## src/hw/rtl/rhc_pkg.sv

```systemverilog
`timescale 1ns / 1ps

package rhc_pkg;

    localparam int RGB_W = 8;
    localparam int HSL_W = 11;

    // restoring divider: one quotient bit per stage
    localparam int DIV_NUM_W = 18;
    localparam int DIV_DEN_W = 10;
    localparam int DIV_LAT   = DIV_NUM_W;

    localparam logic [1:0] MODE_RGB2HSL = 2'd0;
    localparam logic [1:0] MODE_HSL2RGB = 2'd1;
    localparam logic [1:0] MODE_COMPL   = 2'd2;

    localparam int THIRD_TURN     = 341;
    localparam int TWO_THIRD_TURN = 682;
    localparam int FULL_TURN      = 1024;
    localparam int HALF_TURN      = 512;

    typedef struct packed {
        logic [RGB_W-1:0] red_in;
        logic [RGB_W-1:0] green_in;
        logic [RGB_W-1:0] blue_in;
        logic [HSL_W-1:0] hue_in;
        logic [HSL_W-1:0] saturation_in;
        logic [HSL_W-1:0] lightness_in;
    } in_item_t;

    typedef struct packed {
        logic [RGB_W-1:0] red_out;
        logic [RGB_W-1:0] green_out;
        logic [RGB_W-1:0] blue_out;
        logic [HSL_W-1:0] hue_out;
        logic [HSL_W-1:0] saturation_out;
        logic [HSL_W-1:0] lightness_out;
    } out_item_t;

    // hue, saturation, lightness heading into the rgb back end
    typedef struct packed {
        logic [1:0]       mode;
        logic [HSL_W-1:0] h;
        logic [HSL_W-1:0] s;
        logic [HSL_W-1:0] l;
    } conv_t;

    // data riding alongside the dividers
    typedef struct packed {
        logic [1:0]       mode;
        logic [HSL_W-1:0] hue_in;
        logic [HSL_W-1:0] sat_in;
        logic [HSL_W-1:0] light_in;
        logic             rmax;
        logic             gmax;
        logic             grey;
        logic [HSL_W-1:0] light;
    } side_t;

endpackage

```

## src/hw/rtl/rhc_hsl2rgb.sv

```systemverilog
`timescale 1ns / 1ps

module rhc_hsl2rgb (
    input  logic               clk,
    input  logic               rst_n,
    input  logic               en,
    input  logic               in_valid,
    input  rhc_pkg::conv_t     conv,
    output logic               out_valid,
    output rhc_pkg::out_item_t item
);

    typedef enum logic [1:0] {RAMP_UP, RAMP_HI, RAMP_DOWN, RAMP_LO} ramp_t;

    typedef struct packed {
        ramp_t              ramp;
        logic signed [15:0] a;
        logic signed [14:0] m;
    } lane_t;

    localparam logic signed [12:0] LANE_OFS [3] = '{13'sd341, 13'sd0, -13'sd341};

    // stage 1: l*s
    logic           h1_valid_reg;
    rhc_pkg::conv_t h1_conv_reg;
    logic [21:0]    h1_ls_reg;

    // stage 2: hi/lo and lane operands
    logic               h2_valid_reg;
    rhc_pkg::conv_t     h2_conv_reg;
    logic signed [15:0] h2_hi_reg, h2_lo_reg;
    lane_t              h2_lane_reg [3];
    logic signed [15:0] hi_next, lo_next, diff;
    lane_t              lane_next [3];

    // stage 3: products
    logic               h3_valid_reg;
    rhc_pkg::conv_t     h3_conv_reg;
    logic signed [15:0] h3_hi_reg, h3_lo_reg;
    ramp_t              h3_ramp_reg [3];
    logic signed [30:0] h3_p1_reg [3];
    logic signed [30:0] h3_p2_reg [3];

    // stage 4: output
    logic               out_valid_reg;
    rhc_pkg::out_item_t out_reg, out_next;
    logic [7:0]         byte_ch [3];
    logic signed [31:0] v_ch [3];

    logic signed [15:0] l16, s16, lsh16;
    logic signed [12:0] hc [3];
    logic [10:0]        hw [3];
    logic [12:0]        t3 [3];
    logic [13:0]        w [3];

    function automatic logic [7:0] to_byte(input logic signed [31:0] v);
        logic signed [31:0] q;
        q = v >>> 2;
        if (q < 0)
            return 8'd0;
        else if (q > 32'sd255)
            return 8'd255;
        else
            return q[7:0];
    endfunction

    always_ff @(posedge clk or negedge rst_n)
    begin
        if (!rst_n)
        begin
            h1_valid_reg  <= 1'b0;
            h2_valid_reg  <= 1'b0;
            h3_valid_reg  <= 1'b0;
            out_valid_reg <= 1'b0;
        end
        else if (en)
        begin
            h1_valid_reg  <= in_valid;
            h2_valid_reg  <= h1_valid_reg;
            h3_valid_reg  <= h2_valid_reg;
            out_valid_reg <= h3_valid_reg;
        end
    end

    always_ff @(posedge clk)
    begin
        if (en)
        begin
            h1_conv_reg <= conv;
            h1_ls_reg   <= conv.l * conv.s;
        end
    end

    always_comb
    begin
        l16   = $signed({5'b0, h1_conv_reg.l});
        s16   = $signed({5'b0, h1_conv_reg.s});
        lsh16 = $signed({4'b0, h1_ls_reg[21:10]});
        if (h1_conv_reg.l < 11'(rhc_pkg::HALF_TURN))
            hi_next = l16 + lsh16;
        else
            hi_next = l16 + s16 - lsh16;
        lo_next = (l16 <<< 1) - hi_next;
        diff    = hi_next - lo_next;
        for (int i = 0; i < 3; i++)
        begin
            hc[i] = $signed({2'b0, h1_conv_reg.h}) + LANE_OFS[i];
            if (hc[i] < 0)
                hc[i] = hc[i] + 13'(rhc_pkg::FULL_TURN);
            else if (hc[i] > 13'sd1024)
                hc[i] = hc[i] - 13'(rhc_pkg::FULL_TURN);
            hw[i] = hc[i][10:0];
            t3[i] = {2'b0, hw[i]} + {1'b0, hw[i], 1'b0};
            w[i]  = 14'd4096 - {t3[i], 1'b0};
            priority if (t3[i] < 13'd512)
            begin
                lane_next[i].ramp = RAMP_UP;
                lane_next[i].a    = hi_next;
                lane_next[i].m    = $signed({2'b0, t3[i]});
            end
            else if (hw[i] < 11'(rhc_pkg::HALF_TURN))
            begin
                lane_next[i].ramp = RAMP_HI;
                lane_next[i].a    = hi_next;
                lane_next[i].m    = '0;
            end
            else if (t3[i] < 13'd2048)
            begin
                lane_next[i].ramp = RAMP_DOWN;
                lane_next[i].a    = diff;
                lane_next[i].m    = $signed({1'b0, w[i]});
            end
            else
            begin
                lane_next[i].ramp = RAMP_LO;
                lane_next[i].a    = hi_next;
                lane_next[i].m    = '0;
            end
        end
    end

    always_ff @(posedge clk)
    begin
        if (en)
        begin
            h2_conv_reg <= h1_conv_reg;
            h2_hi_reg   <= hi_next;
            h2_lo_reg   <= lo_next;
            for (int i = 0; i < 3; i++)
                h2_lane_reg[i] <= lane_next[i];
        end
    end

    always_ff @(posedge clk)
    begin
        if (en)
        begin
            h3_conv_reg <= h2_conv_reg;
            h3_hi_reg   <= h2_hi_reg;
            h3_lo_reg   <= h2_lo_reg;
            for (int i = 0; i < 3; i++)
            begin
                h3_ramp_reg[i] <= h2_lane_reg[i].ramp;
                h3_p1_reg[i]   <= h2_lane_reg[i].a * h2_lane_reg[i].m;
                h3_p2_reg[i]   <= h2_lo_reg * h2_lane_reg[i].m;
            end
        end
    end

    always_comb
    begin
        for (int i = 0; i < 3; i++)
        begin
            unique case (h3_ramp_reg[i])
                RAMP_UP:   v_ch[i] = 32'(h3_lo_reg) + (32'(h3_p1_reg[i]) >>> 9)
                                     - (32'(h3_p2_reg[i]) >>> 9);
                RAMP_HI:   v_ch[i] = 32'(h3_hi_reg);
                RAMP_DOWN: v_ch[i] = 32'(h3_lo_reg) + (32'(h3_p1_reg[i]) >>> 10);
                RAMP_LO:   v_ch[i] = 32'(h3_lo_reg);
                default:   v_ch[i] = 32'(h3_lo_reg);
            endcase
            if (h3_conv_reg.s == '0)
                byte_ch[i] = to_byte($signed({21'b0, h3_conv_reg.l}));
            else
                byte_ch[i] = to_byte(v_ch[i]);
        end

        out_next = '0;
        if (h3_conv_reg.mode == rhc_pkg::MODE_RGB2HSL)
        begin
            out_next.hue_out        = h3_conv_reg.h;
            out_next.saturation_out = h3_conv_reg.s;
            out_next.lightness_out  = h3_conv_reg.l;
        end
        else if (h3_conv_reg.mode == rhc_pkg::MODE_HSL2RGB ||
                 h3_conv_reg.mode == rhc_pkg::MODE_COMPL)
        begin
            out_next.red_out   = byte_ch[0];
            out_next.green_out = byte_ch[1];
            out_next.blue_out  = byte_ch[2];
        end
    end

    always_ff @(posedge clk)
    begin
        if (en)
            out_reg <= out_next;
    end

    assign out_valid = out_valid_reg;
    assign item      = out_reg;

endmodule

```

## config.mk

```make
export PLATFORM = sky130hd
export DESIGN_NAME = rhc_hsl2rgb
export DESIGN_NICKNAME = d
export VERILOG_FILES = /design/src/hw/rtl/rhc_pkg.sv /design/src/hw/rtl/rhc_hsl2rgb.sv
export SDC_FILE = /design/constraint.sdc
export NUM_CORES = 2
export LEC_CHECK = 0
export BUFFER_PORTS_ARGS = -buffer_cell sky130_fd_sc_hd__buf_2
export CELL_PAD_IN_SITES_DETAIL_PLACEMENT = 1
export CELL_PAD_IN_SITES_GLOBAL_PLACEMENT = 1
export CORE_MARGIN = 5
export CORE_UTILIZATION = 50
export CTS_BUF_LIST = sky130_fd_sc_hd__clkbuf_8
export CTS_CLUSTER_DIAMETER = 30
export DETAILED_ROUTE_END_ITERATION = 10
export PLACE_DENSITY = 0.79
export SLEW_MARGIN = 15
export SYNTH_ARGS = -nofsm -noshare
export SYNTH_HDL_FRONTEND = slang
export SYNTH_SLANG_ARGS = --single-unit
```

## constraint.sdc

```tcl
create_clock -name clk -period 18.1 [get_ports clk]
set_clock_uncertainty 0.05 [all_clocks]
set_input_delay 0.905 -clock clk [delete_from_list [all_inputs] [get_ports clk]]
set_output_delay 0.905 -clock clk [all_outputs]
set_load 0.005 [all_outputs]
```

**Word-level counts from Yosys, hierarchy flattened**

Memory sizes are Yosys's and may differ from the RTL's.
Index checks and enable logic that the tools add are counted.

- Output and inout bits: 58
- RAM bits: 291
- Memories: 4
- Input port bits: 39
- Register bits after elaboration: 252
- Word-level logic and storage cells: 141

- Multiplexer cells: 32
- Reduce and logical (&&, ||, !) cells: 7
- $lt $le $gt $ge: 24
- $add $sub $neg: 28
- Bitwise gates (word level): 1
- $mul: 7
- Equality and inequality tests: 11

Memories:

| memory | depth | bits a word | rd ports | clocked after memory_dff | wr ports | line | text |
|---|---|---|---|---|---|---|---|
| h2_lane_reg | 3 | 33 | 3 | 0 | 3 | rhc_hsl2rgb.sv:32 | `lane_t h2_lane_reg [3];` |
| h3_p1_reg | 3 | 31 | 3 | 0 | 3 | rhc_hsl2rgb.sv:41 | `logic signed [30:0] h3_p1_reg [3];` |
| h3_p2_reg | 3 | 31 | 3 | 0 | 3 | rhc_hsl2rgb.sv:42 | `logic signed [30:0] h3_p2_reg [3];` |
| h3_ramp_reg | 3 | 2 | 3 | 0 | 3 | rhc_hsl2rgb.sv:40 | `ramp_t h3_ramp_reg [3];` |

Operators with widths:

| cell | count |
|---|---|
| $pmux 32 s4 | 3 |
| $mux 33 | 6 |
| $mul 16x15->31 | 6 |
| $mux 32 | 3 |
| $gt 30x9->1 const B | 3 |
| $lt 30x1->1 const B | 3 |
| $mux 8 | 11 |
| $sub 23x22->24 | 3 |
| $add 16x22->23 | 3 |
| $add 16x21->22 | 3 |
| $mux 11 | 6 |
| $add 11x12->13 | 4 |
| $lt 11x10->1 const B | 4 |
| $sub 13x14->14 const A | 3 |
| $lt 13x10->1 const B | 3 |
| $lt 13x12->1 const B | 3 |
| $add 11x11->11 const B | 3 |
| $sub 11x11->11 const B | 3 |
| $mul 11x11->22 | 1 |
| $mux 16 | 1 |
| $sub 13x16->16 | 1 |
| $sub 16x16->16 | 1 |
| $eq 2x2->1 const B | 7 |
| $add 12x10->13 const B | 1 |
| 18 further kinds | 25 |

**Longest topological paths before layout**

- Word-level depth: 9
- Gate-level depth with buffers: 29
- Depth with buffers taken out: 29

**Least setup slack after synthesis**

OpenSTA, ideal clock, no wires.

- Path kind: reg2reg
- Start: memory h2_lane_reg[0][0] in the netlist's numbering
- End: memory h3_p1_reg[0][30] (data pin)
- Slack: 11.132 ns
- Setup time: 0.260 ns
- Required time: 17.790 ns
- Data arrival time: 6.658 ns
- Path buffers: 2
- Clock period less this slack: 6.968 ns
- Stages on the path, launching flop included: 25
- Cells stage by stage: edfxtp_1 > clkbuf_1 > clkbuf_1 > nand2_1 > inv_1 > fa_1 > inv_1 > fa_1 > inv_1 > fa_1 > fa_1 > fa_1 > inv_1 > fa_1 > inv_1 > ha_1 > a2111oi_0 > inv_1 > o311ai_0 > a21bo_2 > a211oi_1 > a21oi_1 > a2111o_1 > a21oi_1 > xnor2_1

RTL lines:

| what | line |
|---|---|
| from (decl) | rhc_hsl2rgb.sv:32 |
| to (decl) | rhc_hsl2rgb.sv:41 |

==> flow_summary.ini <==
[yosys]
ys_ff_latch = 468
ys_async_sr_fraction = 0.00855
synth_edf_count = 464
syn-cell-area_um2 = 81000
synthFlopType = edfxtp_1
yosysSeqAreaShare = 0.173
synth.distinct_cells = 101
synth_area_per_cell_um2 = 9.68
yosysWarnings = 0
syn_inst = 8363

[timing]
report.final.setup_viol = 0
fin_tns_setup_ps = 0
finalCritPeriodShare = 0.438
period_minus_slack_ps = 7930
maxSlewHeadroom = 0.135
rsz0062_at_grt = no
slew_viol_final = 0
worst_slew_pin_slew_ps = 1280
finalHoldViolCount = 0
fmax_mhz = 126

[route]
antenna_left = 0
via_count = 59157
drt_iter0_drc = 3704
via_per_inst = 5.56
drc = 0
dr.pass1.iters = 6
wl_per_cell_um = 23.4
drt_wl_total_um = 249000

[clocking]
cts.sinks = 468
post_cts_buffers = 0
cts_tree = built
cts_buffers = 120
path_clk_slew_ps = 60
cts_max_level = 3
clock-root-buffer = clkbuf_8
clkLatencyLatePin_ps = 900
max-clock-path-buffers = 3

[cells_and_area]
largest_reg_flops = 96
area_growth_syn_to_layout_pct = 6.94
multiInputGateArea_um2 = 58400
drive_gt1_frac = 0.0541
fillers = 18164
nets = 10615
seq_area_um2 = 14000

[die]
die_area_um2 = 170000
start_util = 0.504
num_rows = 147
die_x_um = 412
ios = 97
core_um2 = 161000
fp.dieH_um = 412

[global_routing]
met2_usage = 0.519
grtUsageTotal = 0.298
grt.overflow.total = 0
grt_pass1_vias = 68973
busiest_layer = met2
grt_use_met1 = 0.353
grt_max_degree = 184
grt_use_met3 = 0.0691
grt_pass1_wl_um = 391000
grt_antenna_before_repair = 21

[setup_path]
crit_type = reg -> reg
critPathLaunch = h2_lane_reg[0][30]$_DFFE_PP_
start_kind = register
r2r-start = h2_lane_reg[0][30]$_DFFE_PP_
r2r_end = h3_p1_reg[0][30]$_DFFE_PP_
crit_path_end_kind = register
cp.required_ps = 18600
r2r_cells = 22
arrival_ps = 8430
r2r_slack_ps = 10170
crit_fanout = 14

[placement]
gp_congestion = 0.909
io_buffers = 96
hpwl_um = 195000

[status]
status = finished clean

[worst_hold_path]
hp-start = conv[34]
hold_depth = 1
hold_class = in -> reg
holdPathEnd = h1_conv_reg[34]$_DFFE_PP_

[job]
cap_viol_max_count = 0
## routing by layer
metal | share of wire | wire (um)
met5 | 0.00053 | 132
met4 | 0.050 | 12400
met3 | 0.078 | 19300
met2 | 0.50 | 123000
met1 | 0.38 | 93500
## layout by cell type (no fill, tap or decap), types with 75 or more instances in the layout
master,n
fa_1,1460
buf_2,95
a21oi_1,215
xor2_1,98
nor3_1,75
nand2_1,948
nor2_1,254
inv_1,2015
edfxtp_1,464
buf_4,75
xnor2_1,229
and2_1,689
clkbuf_8,120
o21ai_0,142
ha_1,741
## logic make-up (layout without fill, tap and decap cells)
family,count (synthesis),count (layout),synth area share
AND/OR/NAND/NOR,2220,2220,0.134
buffers and inverters,2294,2405,0.106
multiplexers,62,62,0.0111
XOR/XNOR,328,328,0.0356
AO/OA/AOI/OAI,788,788,0.0645
flip-flops,468,468,0.173
other,1,14,0.0000463
adder cells (fa/ha/maj),2202,2202,0.475
## per-stage QoR
step | util | instance area (um2) | cells | setup slack, ps | hold slack, ps
floorplan | - | 81000 | 8368 | 11130 | 350
global placement | 0.521 | 83700 | 10409 | 10520 | 352
detailed placement | 0.521 | 83700 | 10409 | 10210 | 355
CTS | 0.538 | 86500 | 10636 | 10080 | 70.3
global route | 0.539 | 86600 | 10641 | 9740 | 85.7
finish | 0.539 | 86600 | 10647 | 10170 | 129
## how the worst max path moves through the flow
stage                                 end  slack [ps]  cells after the start
2_1_floorplan  h3_p1_reg[0][30]$_DFFE_PP_       11130                     24
3_5_place_dp   h3_p1_reg[0][30]$_DFFE_PP_       10210                     22
4_1_cts        h3_p1_reg[0][30]$_DFFE_PP_       10080                     22
5_1_grt        h3_p1_reg[0][30]$_DFFE_PP_        9740                     22
3_3_place_gp   h3_p1_reg[0][30]$_DFFE_PP_       10520                     22
6_report       h3_p1_reg[0][30]$_DFFE_PP_       10170                     22
## final cells by class
class | instances | area share
multi-input cells | 5606 | 0.674
flip-flops and latches | 468 | 0.162
inverters | 2003 | 0.0868
well taps | 2160 | 0.0312
clock buffers | 120 | 0.0191
clock inverters | 106 | 0.0136
repair buffers | 176 | 0.0132
diodes | 8 | 0.000231
## synthesized netlist by cell type, types with 31 or more instances
cell type  count  area share
a21oi_1      215       0.013
a31oi_1       31      0.0024
and2_1       689       0.053
inv_1       2003       0.093
fa_1        1460        0.36
o21bai_1      34      0.0032
nor2_1       254       0.012
a21o_1        70      0.0065
o21ai_0      143      0.0088
nand2b_1      34      0.0026
xor2_1        98       0.011
nand3_1       43      0.0027
and3_1        36      0.0028
clkbuf_1     282       0.013
ha_1         741        0.11
nor3_1        75      0.0046
edfxtp_1     464        0.17
xnor2_1      229       0.025
o21a_1        70      0.0065
nand2_1      948       0.044
nor2b_1       37      0.0029
## timing repair
| action | in CTS | in global routing |
|---|---|---|
| gates resized for setup | 0 | 0 |
| hold buffers | 1 | 0 |
| endpoints found under the hold margin | 4 | 0 |
## critical path, stage by stage (launching register included)
cell and delay [ps]:
edfxtp_1 930, nand2_1 280, inv_1 150, fa_1 480, inv_1 180, fa_1 440, inv_1 90, fa_1 440
fa_1 520, fa_1 510, inv_1 50, fa_1 480, inv_1 50, ha_1 300, a2111oi_0 420, inv_1 90
o311ai_0 350, a21bo_2 310, a211oi_1 480, a21oi_1 250, a2111o_1 440, a21oi_1 190, xnor2_1 70
Power is not shown: default switching activity piles up to over one toggle a cycle in this logic, so the estimate is an artifact.
