--- src/hw/rtl/rhc_pkg.sv ---
`timescale 1ns / 1ps

package rhc_pkg;

    localparam int RGB_W = 8;
    localparam int HSL_W = 11;

    // restoring divider: one quotient bit per stage
    localparam int DIV_NUM_W = 18;
    localparam int DIV_DEN_W = 10;
    localparam int DIV_LAT   = DIV_NUM_W;

    localparam logic [1:0] MODE_RGB2HSL = 2'd0;
    localparam logic [1:0] MODE_HSL2RGB = 2'd1;
    localparam logic [1:0] MODE_COMPL   = 2'd2;

    localparam int THIRD_TURN     = 341;
    localparam int TWO_THIRD_TURN = 682;
    localparam int FULL_TURN      = 1024;
    localparam int HALF_TURN      = 512;

    typedef struct packed {
        logic [RGB_W-1:0] red_in;
        logic [RGB_W-1:0] green_in;
        logic [RGB_W-1:0] blue_in;
        logic [HSL_W-1:0] hue_in;
        logic [HSL_W-1:0] saturation_in;
        logic [HSL_W-1:0] lightness_in;
    } in_item_t;

    typedef struct packed {
        logic [RGB_W-1:0] red_out;
        logic [RGB_W-1:0] green_out;
        logic [RGB_W-1:0] blue_out;
        logic [HSL_W-1:0] hue_out;
        logic [HSL_W-1:0] saturation_out;
        logic [HSL_W-1:0] lightness_out;
    } out_item_t;

    // hue, saturation, lightness heading into the rgb back end
    typedef struct packed {
        logic [1:0]       mode;
        logic [HSL_W-1:0] h;
        logic [HSL_W-1:0] s;
        logic [HSL_W-1:0] l;
    } conv_t;

    // data riding alongside the dividers
    typedef struct packed {
        logic [1:0]       mode;
        logic [HSL_W-1:0] hue_in;
        logic [HSL_W-1:0] sat_in;
        logic [HSL_W-1:0] light_in;
        logic             rmax;
        logic             gmax;
        logic             grey;
        logic [HSL_W-1:0] light;
    } side_t;

endpackage

--- src/hw/rtl/rhc_divider.sv ---
`timescale 1ns / 1ps

module rhc_divider #(
    parameter int NUM_W = rhc_pkg::DIV_NUM_W,
    parameter int DEN_W = rhc_pkg::DIV_DEN_W
) (
    input  logic             clk,
    input  logic             en,
    input  logic [NUM_W-1:0] num,
    input  logic [DEN_W-1:0] den,
    output logic [NUM_W-1:0] quo
);

    logic [DEN_W-1:0] rem_reg [NUM_W];
    logic [NUM_W-1:0] num_reg [NUM_W];
    logic [NUM_W-1:0] quo_reg [NUM_W];
    logic [DEN_W-1:0] den_reg [NUM_W];

    logic [DEN_W-1:0] rem_next [NUM_W];
    logic [NUM_W-1:0] num_next [NUM_W];
    logic [NUM_W-1:0] quo_next [NUM_W];
    logic [DEN_W-1:0] den_next [NUM_W];

    genvar k;
    generate
        for (k = 0; k < NUM_W; k++) begin : g_stage
            logic [DEN_W-1:0] rem_prev;
            logic [NUM_W-1:0] num_prev;
            logic [NUM_W-1:0] quo_prev;
            logic [DEN_W-1:0] den_prev;
            logic [DEN_W:0]   trial;

            if (k == 0) begin : g_first
                assign rem_prev = '0;
                assign num_prev = num;
                assign quo_prev = '0;
                assign den_prev = den;
            end else begin : g_next
                assign rem_prev = rem_reg[k-1];
                assign num_prev = num_reg[k-1];
                assign quo_prev = quo_reg[k-1];
                assign den_prev = den_reg[k-1];
            end

            always_comb
            begin
                trial       = {rem_prev, num_prev[NUM_W-1]};
                den_next[k] = den_prev;
                num_next[k] = {num_prev[NUM_W-2:0], 1'b0};
                if (trial >= {1'b0, den_prev})
                begin
                    rem_next[k] = DEN_W'(trial - {1'b0, den_prev});
                    quo_next[k] = {quo_prev[NUM_W-2:0], 1'b1};
                end
                else
                begin
                    rem_next[k] = trial[DEN_W-1:0];
                    quo_next[k] = {quo_prev[NUM_W-2:0], 1'b0};
                end
            end

            always_ff @(posedge clk)
            begin
                if (en)
                begin
                    rem_reg[k] <= rem_next[k];
                    num_reg[k] <= num_next[k];
                    quo_reg[k] <= quo_next[k];
                    den_reg[k] <= den_next[k];
                end
            end
        end
    endgenerate

    assign quo = quo_reg[NUM_W-1];

endmodule

--- config.mk ---
export PLATFORM = sky130hd
export DESIGN_NAME = rhc_divider
export DESIGN_NICKNAME = d
export VERILOG_FILES = /design/src/hw/rtl/rhc_pkg.sv /design/src/hw/rtl/rhc_divider.sv
export SDC_FILE = /design/constraint.sdc
export NUM_CORES = 1
export LEC_CHECK = 0
export ABC_AREA = 1
export BUFFER_PORTS_ARGS = -buffer_cell sky130_fd_sc_hd__buf_4
export CORE_MARGIN = 1
export CORE_UTILIZATION = 50
export DETAILED_ROUTE_END_ITERATION = 6
export PLACE_DENSITY = 0.66
export SYNTH_ARGS = -nofsm -noshare
export SYNTH_HDL_FRONTEND = slang
export SYNTH_SLANG_ARGS = --single-unit
--- constraint.sdc ---
create_clock -name clk -period 2.15 [get_ports clk]
set_input_delay 0.215 -clock clk [delete_from_list [all_inputs] [get_ports clk]]
set_output_delay 0.215 -clock clk [all_outputs]
set_load 0.01 [all_outputs]
Word-level counts from Yosys, hierarchy flattened
Memories as Yosys holds them, arrays and structs flattened.
Cells that the tools add are included.
Widths: inputs -> output; s select.
{ "word_totals": {"ff_bits": 0, "latch_bits": 0, "mem_bits_rw": 990, "romBits": 0, "wordCells": 78, "n_memories": 4} }
{ "classes": {"n_addsub": 18, "mul": 0, "div_mod_pow": 0, "magnitude_cmp": 18, "eq_ne": 0, "n_shift": 0, "n_mux": 38, "bitwise_logic": 0, "n_reduce_logical": 0} }
{ "mem_list": {"columns": ["name", "words", "word_bits", "rd", "rd_ports_with_merged_regs", "wr", "line", "rtl"], "rows": [
  ["quo_reg", 18, 18, 18, 0, 18, "rhc_divider.sv:16", "logic [NUM_W-1:0] quo_reg [NUM_W];"],
  ["num_reg", 18, 17, 17, 0, 18, "rhc_divider.sv:15", "logic [NUM_W-1:0] num_reg [NUM_W];"],
  ["den_reg", 18, 10, 17, 0, 18, "rhc_divider.sv:17", "logic [DEN_W-1:0] den_reg [NUM_W];"],
  ["rem_reg", 18, 10, 17, 0, 18, "rhc_divider.sv:14", "logic [DEN_W-1:0] rem_reg [NUM_W];"]
]} }
{ "op_table": {"columns": ["operator", "n"], "rows": [
  ["$ge 11x10->1", 17],
  ["$mux 10", 18],
  ["$sub 10x10->10", 17],
  ["$mux 1", 20],
  ["$ge 1x10->1", 1],
  ["$sub 1x10->10", 1]
]} }

Logic depth before layout (Yosys ltp)
Gate-level depths: netlist of run 1.
An unclocked memory read counts as a cell.
{ "logic_depth": {"ltp_word": 3, "ltp_mapped": 13, "ltp_nobuf": 13} }

Worst setup path before layout of run 1
No wires, ideal clock.
{ "synth_path": {"path_kind": "register -> register", "startpoint": "memory rem_reg[5][4] in the netlist's numbering", "endpoint": "memory rem_reg[6][9] in the netlist's numbering, data pin", "setup_ps": 252, "arrival_ps": 1515, "required_ps": 1898, "slack_ps": 383, "path_stages_with_launch": 11, "period_less_slack_ps": 1767, "path_cell_list": "edfxtp_1 ha_1 nand2_2 inv_1 a21oi_2 nand2_4 nand2_4 nand2_4 buf_12 nand3_4 nand2_2"} }
{ "synth_lines": {"columns": ["element", "line"], "rows": [
  ["start, declared", "rhc_divider.sv:14"]
]} }

==> impl_metrics.json, run 1 <==
{
  "run_status": "finished, final reports clean",
  "cts.path.max_buffers": 3,
  "fmax_ghz": 0.484,
  "vias_after_detailed_routing": 20000,
  "dr.first_iter.drc_count": 1372,
  "worst_path_largest_cell_delay_ps": 420,
  "clk_tree_root_cell": "clkbuf_16",
  "worstPathCellList": "ha_1, nand2_1, nor2_1, nand3_1, and2_1, nand2_4, inv_2, nand2_1, nand2_1",
  "fraction_of_power_spent_switching_nets_pct": 34.3,
  "grt_start_max_net_pins": 68,
  "yosysUniqueCellTypes": 38,
  "ant_nets": 0,
  "numClockSinks": 664,
  "min_delay_worst_endpoint": "num_reg[0][1]",
  "first_pass_grt_wire_length_um": 97100,
  "cp.buffers_inverters": 1,
  "final_common_cell": "nand2_1",
  "cells_after_synth": 2948,
  "ys_seq_elements": 664,
  "globalRouteOverflowTotal": 0,
  "antenna_violations_before_repair": 0,
  "min_period_over_period_pct": 96.2,
  "floorplan.die_area_mm2": 0.0650,
  "cpMaxStageDelayCell": "edfxtp_1",
  "boundaryPins": 48,
  "p_per_area_mw_per_mm2": 1270,
  "drive_above_1_share_pct": 13.2,
  "tightest_slew_ps": 645,
  "setup_tns_ps": 0,
  "coreArea_mm2": 0.0631,
  "syn_nets": 3166,
  "worstHoldPathCells": 2,
  "first_pass_iters": 5,
  "clk_latency_ps": 600,
  "layout.cell_area.non_filler_mm2": 0.0367,
  "synth.avg_cell_area_um2": 10.8,
  "worst-endpoint-arrival_ps": 2400,
  "min_period_ps": 2070,
  "synth_top_family_by_area": "simple AND/OR/NAND/NOR gates",
  "post_dp_cell_area_mm2": 0.0337,
  "h-tree-depth": 3,
  "final_cell_mix": "906 x nand2_1, 664 x edfxtp_1, 452 x inv_1, 180 x nand3_1, 151 x ha_1",
  "slew_headroom_pct": 56.6,
  "post_dr_vias_cell": 4.93,
  "yosysWarningCount": 0,
  "worst-path-stages": 9,
  "yosys.area_share.xor_xnor_pct": 1.31,
  "timing_hold_violations_final": 0,
  "muxShareOfSynthArea_pct": 0,
  "worst_setup_path_start_kind": "flip-flop",
  "hp-start": "num[1]",
  "finalClockSkew_ps": 18.0,
  "cp-end-kind": "flip-flop",
  "synthSimpleGateAreaFrac_pct": 20.0,
  "numPortBuffers": 47,
  "worst_r2r_endpoint": "rem_reg[9][4]",
  "areaGrowthSynthToFinish_pct": 14.8,
  "fillerInstances": 5185,
  "clkPwrFrac_pct": 26.1,
  "cpLargestDelayFamily": "simple AND/OR/NAND/NOR gates",
  "combPwrFrac_pct": 33.9,
  "antenna_cells": 0,
  "syn_area_mm2": 0.0320,
  "wirelength_um": 60500,
  "synth_adder_area_share_pct": 7.73,
  "critical_path.reg2reg.startpoint": "rem_reg[8][1]",
  "wire_per_inst_um": 14.9,
  "cts_inserted_buffers": 71,
  "grtUsageTotal_pct": 18.9,
  "crit_fanout": 11,
  "cp.required_ps": 2480,
  "die_h_um": 255,
  "seqPwrFrac_pct": 40.0,
  "place.gp.congestion": 0.882,
  "post-route-util_pct": 58.2,
  "power.static_leakage_nw": 16.3,
  "maxSlewViolCount": 0,
  "synth_sequential_area_ratio_pct": 62.4,
  "switchingPower_mw": 16.0,
  "cell_internal_pwr_mw": 30.7,
  "report.power.total_mw": 46.7,
  "tritoncts": "yes",
  "place.detailed.hpwl_um": 44000,
  "cpMostUsedCell": "nand2_1",
  "largest_register_ff_count": 171,
  "core.rowCount": 92,
  "irDropWorstVdd_v": 0.000722,
  "reg2reg_setup_slack_ps": 80,
  "critPathKind": "reg -> reg",
  "chipWidth_um": 255,
  "first_global_vias": 19300,
  "synth-compound-area-share_pct": 2.14,
  "cts.reportedPaths.clkPinSlew_ps": 60,
  "timing.hold.worst.class": "in -> reg",
  "initial_core_util_pct": 50.7,
  "worst-r2r-cell-count": 9,
  "nets": 3367,
  "setup_viol_count_final": 0,
  "drcViolationCount": 0,
  "drv.max_cap_violation_count": 0
}
cells by family after synthesis:
family / count (synthesis)
buf+inv: 504
simple gates: 1423
xor+xnor: 48
flops: 664
compound gates: 121
fa+ha+maj: 188
cells in the mapped netlist:
library cell | count | area (um^2)
a211oi_1 | 1 | 7.51
a21o_1 | 1 | 7.51
a21oi_1 | 72 | 360
a21oi_2 | 4 | 35.0
a31oi_1 | 4 | 25.0
and2_1 | 10 | 62.6
and2_4 | 1 | 8.76
buf_12 | 4 | 80.1
buf_6 | 9 | 101
buf_8 | 3 | 45.0
edfxtp_1 | 664 | 19900
fa_1 | 16 | 320
ha_1 | 172 | 2150
inv_1 | 452 | 1700
inv_2 | 36 | 135
nand2_1 | 906 | 3400
nand2_2 | 68 | 425
nand2_4 | 16 | 180
nand3_1 | 180 | 901
nand3_2 | 33 | 330
nand3_4 | 5 | 87.6
nand3b_1 | 20 | 150
nand4_1 | 23 | 144
nand4_4 | 1 | 21.3
nor2_1 | 128 | 480
nor2_2 | 4 | 25.0
nor2_4 | 2 | 22.5
nor3_1 | 3 | 15.0
nor3b_1 | 2 | 15.0
nor4_1 | 2 | 12.5
o21a_1 | 9 | 67.6
o21ai_0 | 19 | 95.1
o21ai_2 | 4 | 35.0
o21bai_1 | 7 | 52.6
or2_0 | 8 | 50.1
or2_1 | 1 | 6.26
or2_2 | 10 | 62.6
xor2_1 | 48 | 420
power by group through the flow:
stage / registers (mW) / clock network, mW / logic [mW]
final: 18.7 / 12.2 / 15.8
after global routing: 18.9 / 13.0 / 18.0
after CTS: 18.7 / 12.6 / 15.3
after detailed placement: 18.9 / 0 / 15.2
after global placement: 18.9 / 0 / 15.0
after floorplan: 18.3 / 0 / 12.1
per-layer routing:
layer  GRT usage [%]  up-vias  share of wire, %
met4            6.71        0               2.6
met1            26.3     9272                47
li1                -    10100                 -
met5               0        -                 0
met3            3.04       93               4.8
met2            30.1      451                45
metrics by stage:
stage	setup WS [ps]	cells	hold WS, ps
after floorplan	383	2948	314
after global placement	-21.2	3872	393
after detailed placement	-19.6	3872	394
after CTS	0.893	4027	297
after global routing	-6.56	4048	297
final	82.0	4048	336
how the worst max path moves through the flow:
stage	start	to	slack, ps
2_1_floorplan	rem_reg[5][4]	rem_reg[6][9]	380
3_3_place_gp	rem_reg[3][3]	rem_reg[4][5]	-20
3_5_place_dp	den_reg[12][2]	rem_reg[13][9]	-20
4_1_cts	rem_reg[3][3]	rem_reg[4][5]	0.9
5_1_grt	rem_reg[9][3]	rem_reg[10][9]	-7
6_report	rem_reg[8][1]	rem_reg[9][4]	80
timing repair:
action / 4_1_cts / 5_1_grt
buffers inserted: 0 / 21
pin swaps: 0 / 3
endpoints found under the setup margin: 1 / 114
resized for setup: 1 / 35
endpoints found under the hold margin: 33 / 0
hold buffers: 29 / 0
worst register-to-register path, stage by stage (launching register included):
cell and delay, ps:
edfxtp_1 420, ha_1 410, nand2_1 80, nor2_1 190, nand3_1 100, and2_1 170
nand2_4 160, inv_2 120, nand2_1 80, nand2_1 90
area by class of cell:
cell class                      count  area, um^2  area share [%]
Tap cell                          846        1060            2.88
Sequential cell                   664       19900            54.3
Timing Repair Buffer              144        1370            3.74
Inverter                          488        1840            5.01
Clock buffer                       88        1900            5.19
Multi-Input combinational cell   1780       10200            27.7
Clock inverter                     38         432            1.18
(Power assumes the default switching activity.)
==> run 2, diff against run 1 <==
--- a/config.mk
+++ b/config.mk
@@ -7,10 +7,12 @@
 export LEC_CHECK = 0
 export ABC_AREA = 1
 export BUFFER_PORTS_ARGS = -buffer_cell sky130_fd_sc_hd__buf_4
+export CELL_PAD_IN_SITES_DETAIL_PLACEMENT = 0
+export CELL_PAD_IN_SITES_GLOBAL_PLACEMENT = 2
 export CORE_MARGIN = 1
-export CORE_UTILIZATION = 50
+export CORE_UTILIZATION = 43
 export DETAILED_ROUTE_END_ITERATION = 6
-export PLACE_DENSITY = 0.66
+export PLACE_DENSITY_LB_ADDON = 0.1
 export SYNTH_ARGS = -nofsm -noshare
 export SYNTH_HDL_FRONTEND = slang
 export SYNTH_SLANG_ARGS = --single-unit
==> impl_metrics.json, run 2 (synthesis gave the netlist of run 1 again) <==
{
  "first_global_vias": 19800,
  "wire_per_inst_um": 15.6,
  "violations_in_the_final_reports": "design-rule violations",
  "post_dp_cell_area_mm2": 0.0342,
  "core.rowCount": 99,
  "min_period_ps": 2030,
  "setup_repair_after_global_routing_missed_its_margin": "yes",
  "worst_r2r_endpoint": "rem_reg[11][7]",
  "final_cell_mix": "903 x nand2_1, 664 x edfxtp_1, 452 x inv_1, 179 x nand3_1, 142 x ha_1",
  "report.power.total_mw": 47.8,
  "multi_input_combinational_cell_area_mm2": 0.0103,
  "setup_viol_count_final": 0,
  "cts.path.max_buffers": 3,
  "maxSlewViolCount": 0,
  "finalClockSkew_ps": 26.7,
  "timing_hold_violations_final": 0,
  "antenna_violations_before_repair": 0,
  "ant_nets": 0,
  "grt_start_max_net_pins": 84,
  "cp.required_ps": 2490,
  "crit_end": "rem_reg[11][7]",
  "run_status": "complete, but fails checks",
  "place.detailed.hpwl_um": 48200,
  "boundaryPins": 48,
  "worst_setup_path_start_kind": "flip-flop",
  "fillerInstances": 6562,
  "nets": 3413,
  "reg2reg_setup_slack_ps": 120,
  "layout.cell_area.non_filler_mm2": 0.0373,
  "cpLargestDelayFamily": "simple AND/OR/NAND/NOR gates",
  "vias_after_detailed_routing": 19800,
  "post-route-util_pct": 50.9,
  "globalRouteOverflowTotal": 0,
  "worst-endpoint-arrival_ps": 2360,
  "slew_headroom_pct": 57.9,
  "worstPathCellList": "ha_4, nand2_1, inv_1, a21oi_1, nand2_1, nand2_2, nand2_8, buf_12, nand3_2, nand2_1",
  "min_period_over_period_pct": 94.3,
  "fmax_ghz": 0.493,
  "worst_path_largest_cell_delay_ps": 480,
  "cp.buffers_inverters": 2,
  "first_pass_iters": 7,
  "cts_inserted_buffers": 74,
  "drcViolationCount": 3,
  "first_pass_grt_wire_length_um": 105000,
  "final_common_cell": "nand2_1",
  "worst-path-stages": 10,
  "drv.max_cap_violation_count": 0,
  "cts.reportedPaths.clkPinSlew_ps": 60,
  "grtUsageTotal_pct": 17.7,
  "cpMaxStageDelayCell": "edfxtp_1",
  "numPortBuffers": 47,
  "critical_path.reg2reg.startpoint": "rem_reg[10][5]",
  "cp-end-kind": "flip-flop",
  "antenna_cells": 0,
  "power.static_leakage_nw": 16.5,
  "dr.first_iter.drc_count": 1084,
  "p_per_area_mw_per_mm2": 1280,
  "floorplan.die_area_mm2": 0.0755,
  "clk_tree_root_cell": "clkbuf_16",
  "critical_path_startpoint": "rem_reg[10][5]",
  "irDropWorstVdd_v": 0.000657,
  "h-tree-depth": 3,
  "initial_core_util_pct": 43.6,
  "areaGrowthSynthToFinish_pct": 16.7,
  "drive_above_1_share_pct": 15.0,
  "numClockSinks": 664,
  "chipWidth_um": 275,
  "timing.hold.worst.class": "in -> reg",
  "tightest_slew_ps": 626,
  "worst-r2r-cell-count": 10,
  "coreArea_mm2": 0.0733,
  "wirelength_um": 65600,
  "clk_latency_ps": 610,
  "tritoncts": "yes",
  "setup_tns_ps": 0,
  "cpMostUsedCell": "nand2_1",
  "place.gp.congestion": 0.816,
  "critPathKind": "reg -> reg",
  "final-seq-area_mm2": 0.0199,
  "largest_register_ff_count": 171,
  "crit_fanout": 10,
  "die_h_um": 275,
  "post_dr_vias_cell": 4.70
}
[run 2: cell count changes in the layout (fill, tap and decap cells not counted), moves of 3 or more]
cell	previous run	this run
buf_4	97	140
ha_1	151	142
ha_4	7	14
nand2_1	906	903
nand2_2	61	65
[run 2: final cells by class]
type / instances / area share, %
clock buffer: 90 / 5.24
clock inverter: 42 / 1.16
inverter: 488 / 4.91
multi-input combinational: 1780 / 27.5
sequential: 664 / 53.4
tap: 959 / 3.21
timing repair buffer: 187 / 4.55
[run 2: what timing repair did]
| action | in CTS | in global routing |
|---|---|---|
| buffers inserted | 0 | 22 |
| setup endpoints to repair | 6 | 115 |
| gates resized for setup | 2 | 55 |
| pin swaps | 0 | 5 |
| hold endpoints to repair | 47 | 0 |
| hold buffers | 29 | 0 |
[run 2: metrics by stage]
stage | std cells | worst slack [ps] | hold slack, ps
6_report | 4210 | 122 | 321
5_1_grt | 4210 | -9.44 | 290
4_1_cts | 4188 | 4.82 | 279
3_5_place_dp | 4027 | -27.8 | 395
3_3_place_gp | 4027 | -61.7 | 393
2_1_floorplan | 2948 | 383 | 314
[run 2: worst min-delay path by stage]
stage	endpoint	slack, ps	start	depth (start not counted)
floorplan	den_reg[0][0]	310	den[0]	0
global placement	num_reg[0][9]	390	num[9]	1
detailed placement	num_reg[0][9]	390	num[9]	1
CTS	num_reg[0][5]	280	num[5]	2
global route	num_reg[0][14]	290	num[14]	2
finish	num_reg[0][15]	320	num[15]	2
[run 2: report_power, final]
group	switching, mW	internal, mW
combinational	10.1	6.44
clock	5.11	7.35
sequential	1.40	17.4
total	16.7	31.2
[run 2: routing by layer]
| layer | part of all wire, % | global-route usage (%) | vias to the layer above |
|---|---|---|---|
| met3 | 3.4 | 2.94 | 101 |
| li1 | - | - | 10200 |
| met1 | 50 | 25.5 | 9206 |
| met5 | 0 | 0 | - |
| met2 | 44 | 27.6 | 255 |
| met4 | 2.5 | 5.01 | 0 |
==> run 3, diff against run 2 <==
--- a/config.mk
+++ b/config.mk
@@ -5,12 +5,11 @@
 export SDC_FILE = /design/constraint.sdc
 export NUM_CORES = 1
 export LEC_CHECK = 0
-export ABC_AREA = 1
 export BUFFER_PORTS_ARGS = -buffer_cell sky130_fd_sc_hd__buf_4
 export CELL_PAD_IN_SITES_DETAIL_PLACEMENT = 0
 export CELL_PAD_IN_SITES_GLOBAL_PLACEMENT = 2
 export CORE_MARGIN = 1
-export CORE_UTILIZATION = 43
+export CORE_UTILIZATION = 46
 export DETAILED_ROUTE_END_ITERATION = 6
 export PLACE_DENSITY_LB_ADDON = 0.1
 export SYNTH_ARGS = -nofsm -noshare
==> impl_metrics.json, run 3 <==
{
  "cts.path.max_buffers": 3,
  "first_pass_iters": 4,
  "first_pass_grt_wire_length_um": 90700,
  "synth.cells.most_frequent": "664 x edfxtp_1, 205 x inv_1, 172 x ha_1, 156 x a21oi_1, 129 x nor2_1",
  "post_dp_cell_area_mm2": 0.0341,
  "yosysWarningCount": 0,
  "min_period_ps": 2540,
  "ant_nets": 0,
  "die_h_um": 254,
  "globalRouteOverflowTotal": 0,
  "netlist_top_cells_area": "edfxtp_1 68%, ha_1 7.4%, a21oi_1 2.7%",
  "violations_in_the_final_reports": "negative setup slack",
  "crit_fanout": 11,
  "areaGrowthSynthToFinish_pct": 37.9,
  "chipWidth_um": 254,
  "post_dr_vias_cell": 4.94,
  "place.detailed.hpwl_um": 37600,
  "setup_viol_count_final": 134,
  "clk_tree_root_cell": "clkbuf_16",
  "setup_tns_ps": -18420,
  "critPathKind": "reg -> reg",
  "cp.required_ps": 2500,
  "numClockSinks": 664,
  "min_period_over_period_pct": 118,
  "largest_register_ff_count": 171,
  "cells_after_synth": 2021,
  "syn_area_mm2": 0.0291,
  "floorplan.die_area_mm2": 0.0643,
  "fmax_ghz": 0.393,
  "worst-endpoint-arrival_ps": 2890,
  "maxSlewViolCount": 0,
  "antenna_violations_before_repair": 1,
  "synth_most_common_cell": "edfxtp_1",
  "wire_per_inst_um": 15.7,
  "cts_inserted_buffers": 72,
  "timing_hold_violations_final": 0,
  "core.rowCount": 91,
  "initial_core_util_pct": 46.9,
  "layout.cell_area.non_filler_mm2": 0.0402,
  "pre_cts_slack_ps": -427,
  "numPortBuffers": 47,
  "yosysUniqueCellTypes": 49,
  "power.static_leakage_nw": 16.1,
  "tightest_slew_ps": 478,
  "synth_sequential_area_ratio_pct": 68.5,
  "synth-edff-count": 664,
  "worst_setup_path_start_kind": "flip-flop",
  "coreArea_mm2": 0.0622,
  "irDropWorstVdd_v": 0.000784,
  "synth_ff_type": "edfxtp_1",
  "final_cell_mix": "664 x edfxtp_1, 517 x buf_4, 159 x inv_1, 119 x ha_1, 80 x nand2_1",
  "dr.first_iter.drc_count": 754,
  "report.power.total_mw": 53.9,
  "synth-async-reset-ratio_pct": 0,
  "setup_repair_after_global_routing_missed_its_margin": "yes",
  "run_status": "complete, but fails checks",
  "clk_latency_ps": 610,
  "yosys.area.top_type": "edfxtp_1",
  "synth.avg_cell_area_um2": 14.4,
  "h-tree-depth": 3,
  "p_per_area_mw_per_mm2": 1340,
  "synth_largest_type_area_fraction_pct": 68.5,
  "cp-end-kind": "flip-flop",
  "vias_after_detailed_routing": 17800,
  "grt_start_max_net_pins": 86,
  "drcViolationCount": 0,
  "cts.reportedPaths.clkPinSlew_ps": 60,
  "syn_nets": 2239,
  "finalClockSkew_ps": 21.9,
  "timing.hold.worst.class": "in -> reg",
  "slew_headroom_pct": 67.3,
  "finalWorstSetupSlack_ps": -391,
  "ys_seq_elements": 664,
  "first_global_vias": 18400,
  "nets": 2930,
  "antenna_cells": 0,
  "grtUsageTotal_pct": 17.7,
  "place.gp.congestion": 0.808,
  "whs_ps": 324,
  "final_common_cell": "edfxtp_1",
  "tritoncts": "yes",
  "wirelength_um": 56500,
  "drv.max_cap_violation_count": 0,
  "boundaryPins": 48,
  "drive_above_1_share_pct": 43.2
}
## run 3: cell types whose count changed in the layout (fill, tap and decap cells not counted), sizes merged, moves of 20 or more
cell / before / now
buf: 158 / 608
o21ai: 23 / 119
a21oi: 76 / 156
mux2: 0 / 77
a211oi: 1 / 21
xnor2: 0 / 64
nand3: 218 / 21
inv: 493 / 208
nand2: 990 / 99
a21o: 1 / 34
nand3b: 20 / 0
## run 3: cell type report
cell class | instances | area (um^2)
Sequential cell | 664 | 19900
Tap cell | 837 | 1050
Multi-Input combinational cell | 1131 | 10700
Clock inverter | 44 | 394
Clock buffer | 88 | 1880
Inverter | 205 | 782
Timing Repair Buffer | 638 | 5460
Fill cell | 4648 | 22000
## run 3: power breakdown
part / switching (mW) / leakage [nW] / internal [mW]
Sequential: 1.38 / 6.48 / 17.6
Combinational: 10.4 / 8.53 / 12.7
Clock: 4.95 / 1.11 / 6.88
## run 3: per-stage QoR
stage          instances  util [%]
5_1_grt             3607      64.6
4_1_cts             3562      62.6
2_1_floorplan       2021         -
6_report            3607      64.6
3_5_place_dp        3301      54.9
3_3_place_gp        3301      54.9
## run 3: per-layer routing
layer | up-vias | wire length, um | track usage (%)
li1 | 8888 | - | -
met1 | 8646 | 25800 | 23.3
met2 | 184 | 28000 | 30.1
met3 | 91 | 1540 | 3.06
met4 | 0 | 1220 | 4.97
met5 | - | 0 | 0
## run 3: path summary, 6_finish.rpt
check | from | to | slack (ps) | cells after the start
setup / recovery | den_reg[9][1] | rem_reg[10][8] | -390 | 10
hold reg to reg | quo_reg[1][1] | quo_reg[2][2] | 400 | 0
hold / removal | num[0] | num_reg[0][0] | 320 | 2
setup reg to reg | den_reg[9][1] | rem_reg[10][8] | -390 | 10
## run 3: cells by family after synthesis
kind of cell / count (synthesis) / share of synthesized area, %
AOI/OAI and AO/OA: 404 / 8.09
xor gates and xnor gates: 105 / 3.16
adders and majority gates: 188 / 8.49
buffers and inverters: 228 / 3.00
DFF: 664 / 68.5
muxes: 86 / 3.39
and+or+nand+nor: 346 / 5.42
## run 3: critical path, cell delays in order (launching register included)
cell	delay, ps
edfxtp_1	400
inv_2	100
ha_4	200
nor2b_4	120
o31a_1	270
o21a_1	210
a41oi_2	170
o21ai_1	80
a211o_1	290
buf_12	160
mux2_4	290
## run 3: what timing repair did
action,4_1_cts,5_1_grt
buffers inserted,97,61
cloned,8,0
resized for setup,390,227
hold endpoints to repair,51,0
setup endpoints to repair,170,175
pin swaps,173,158
hold buffers,29,0
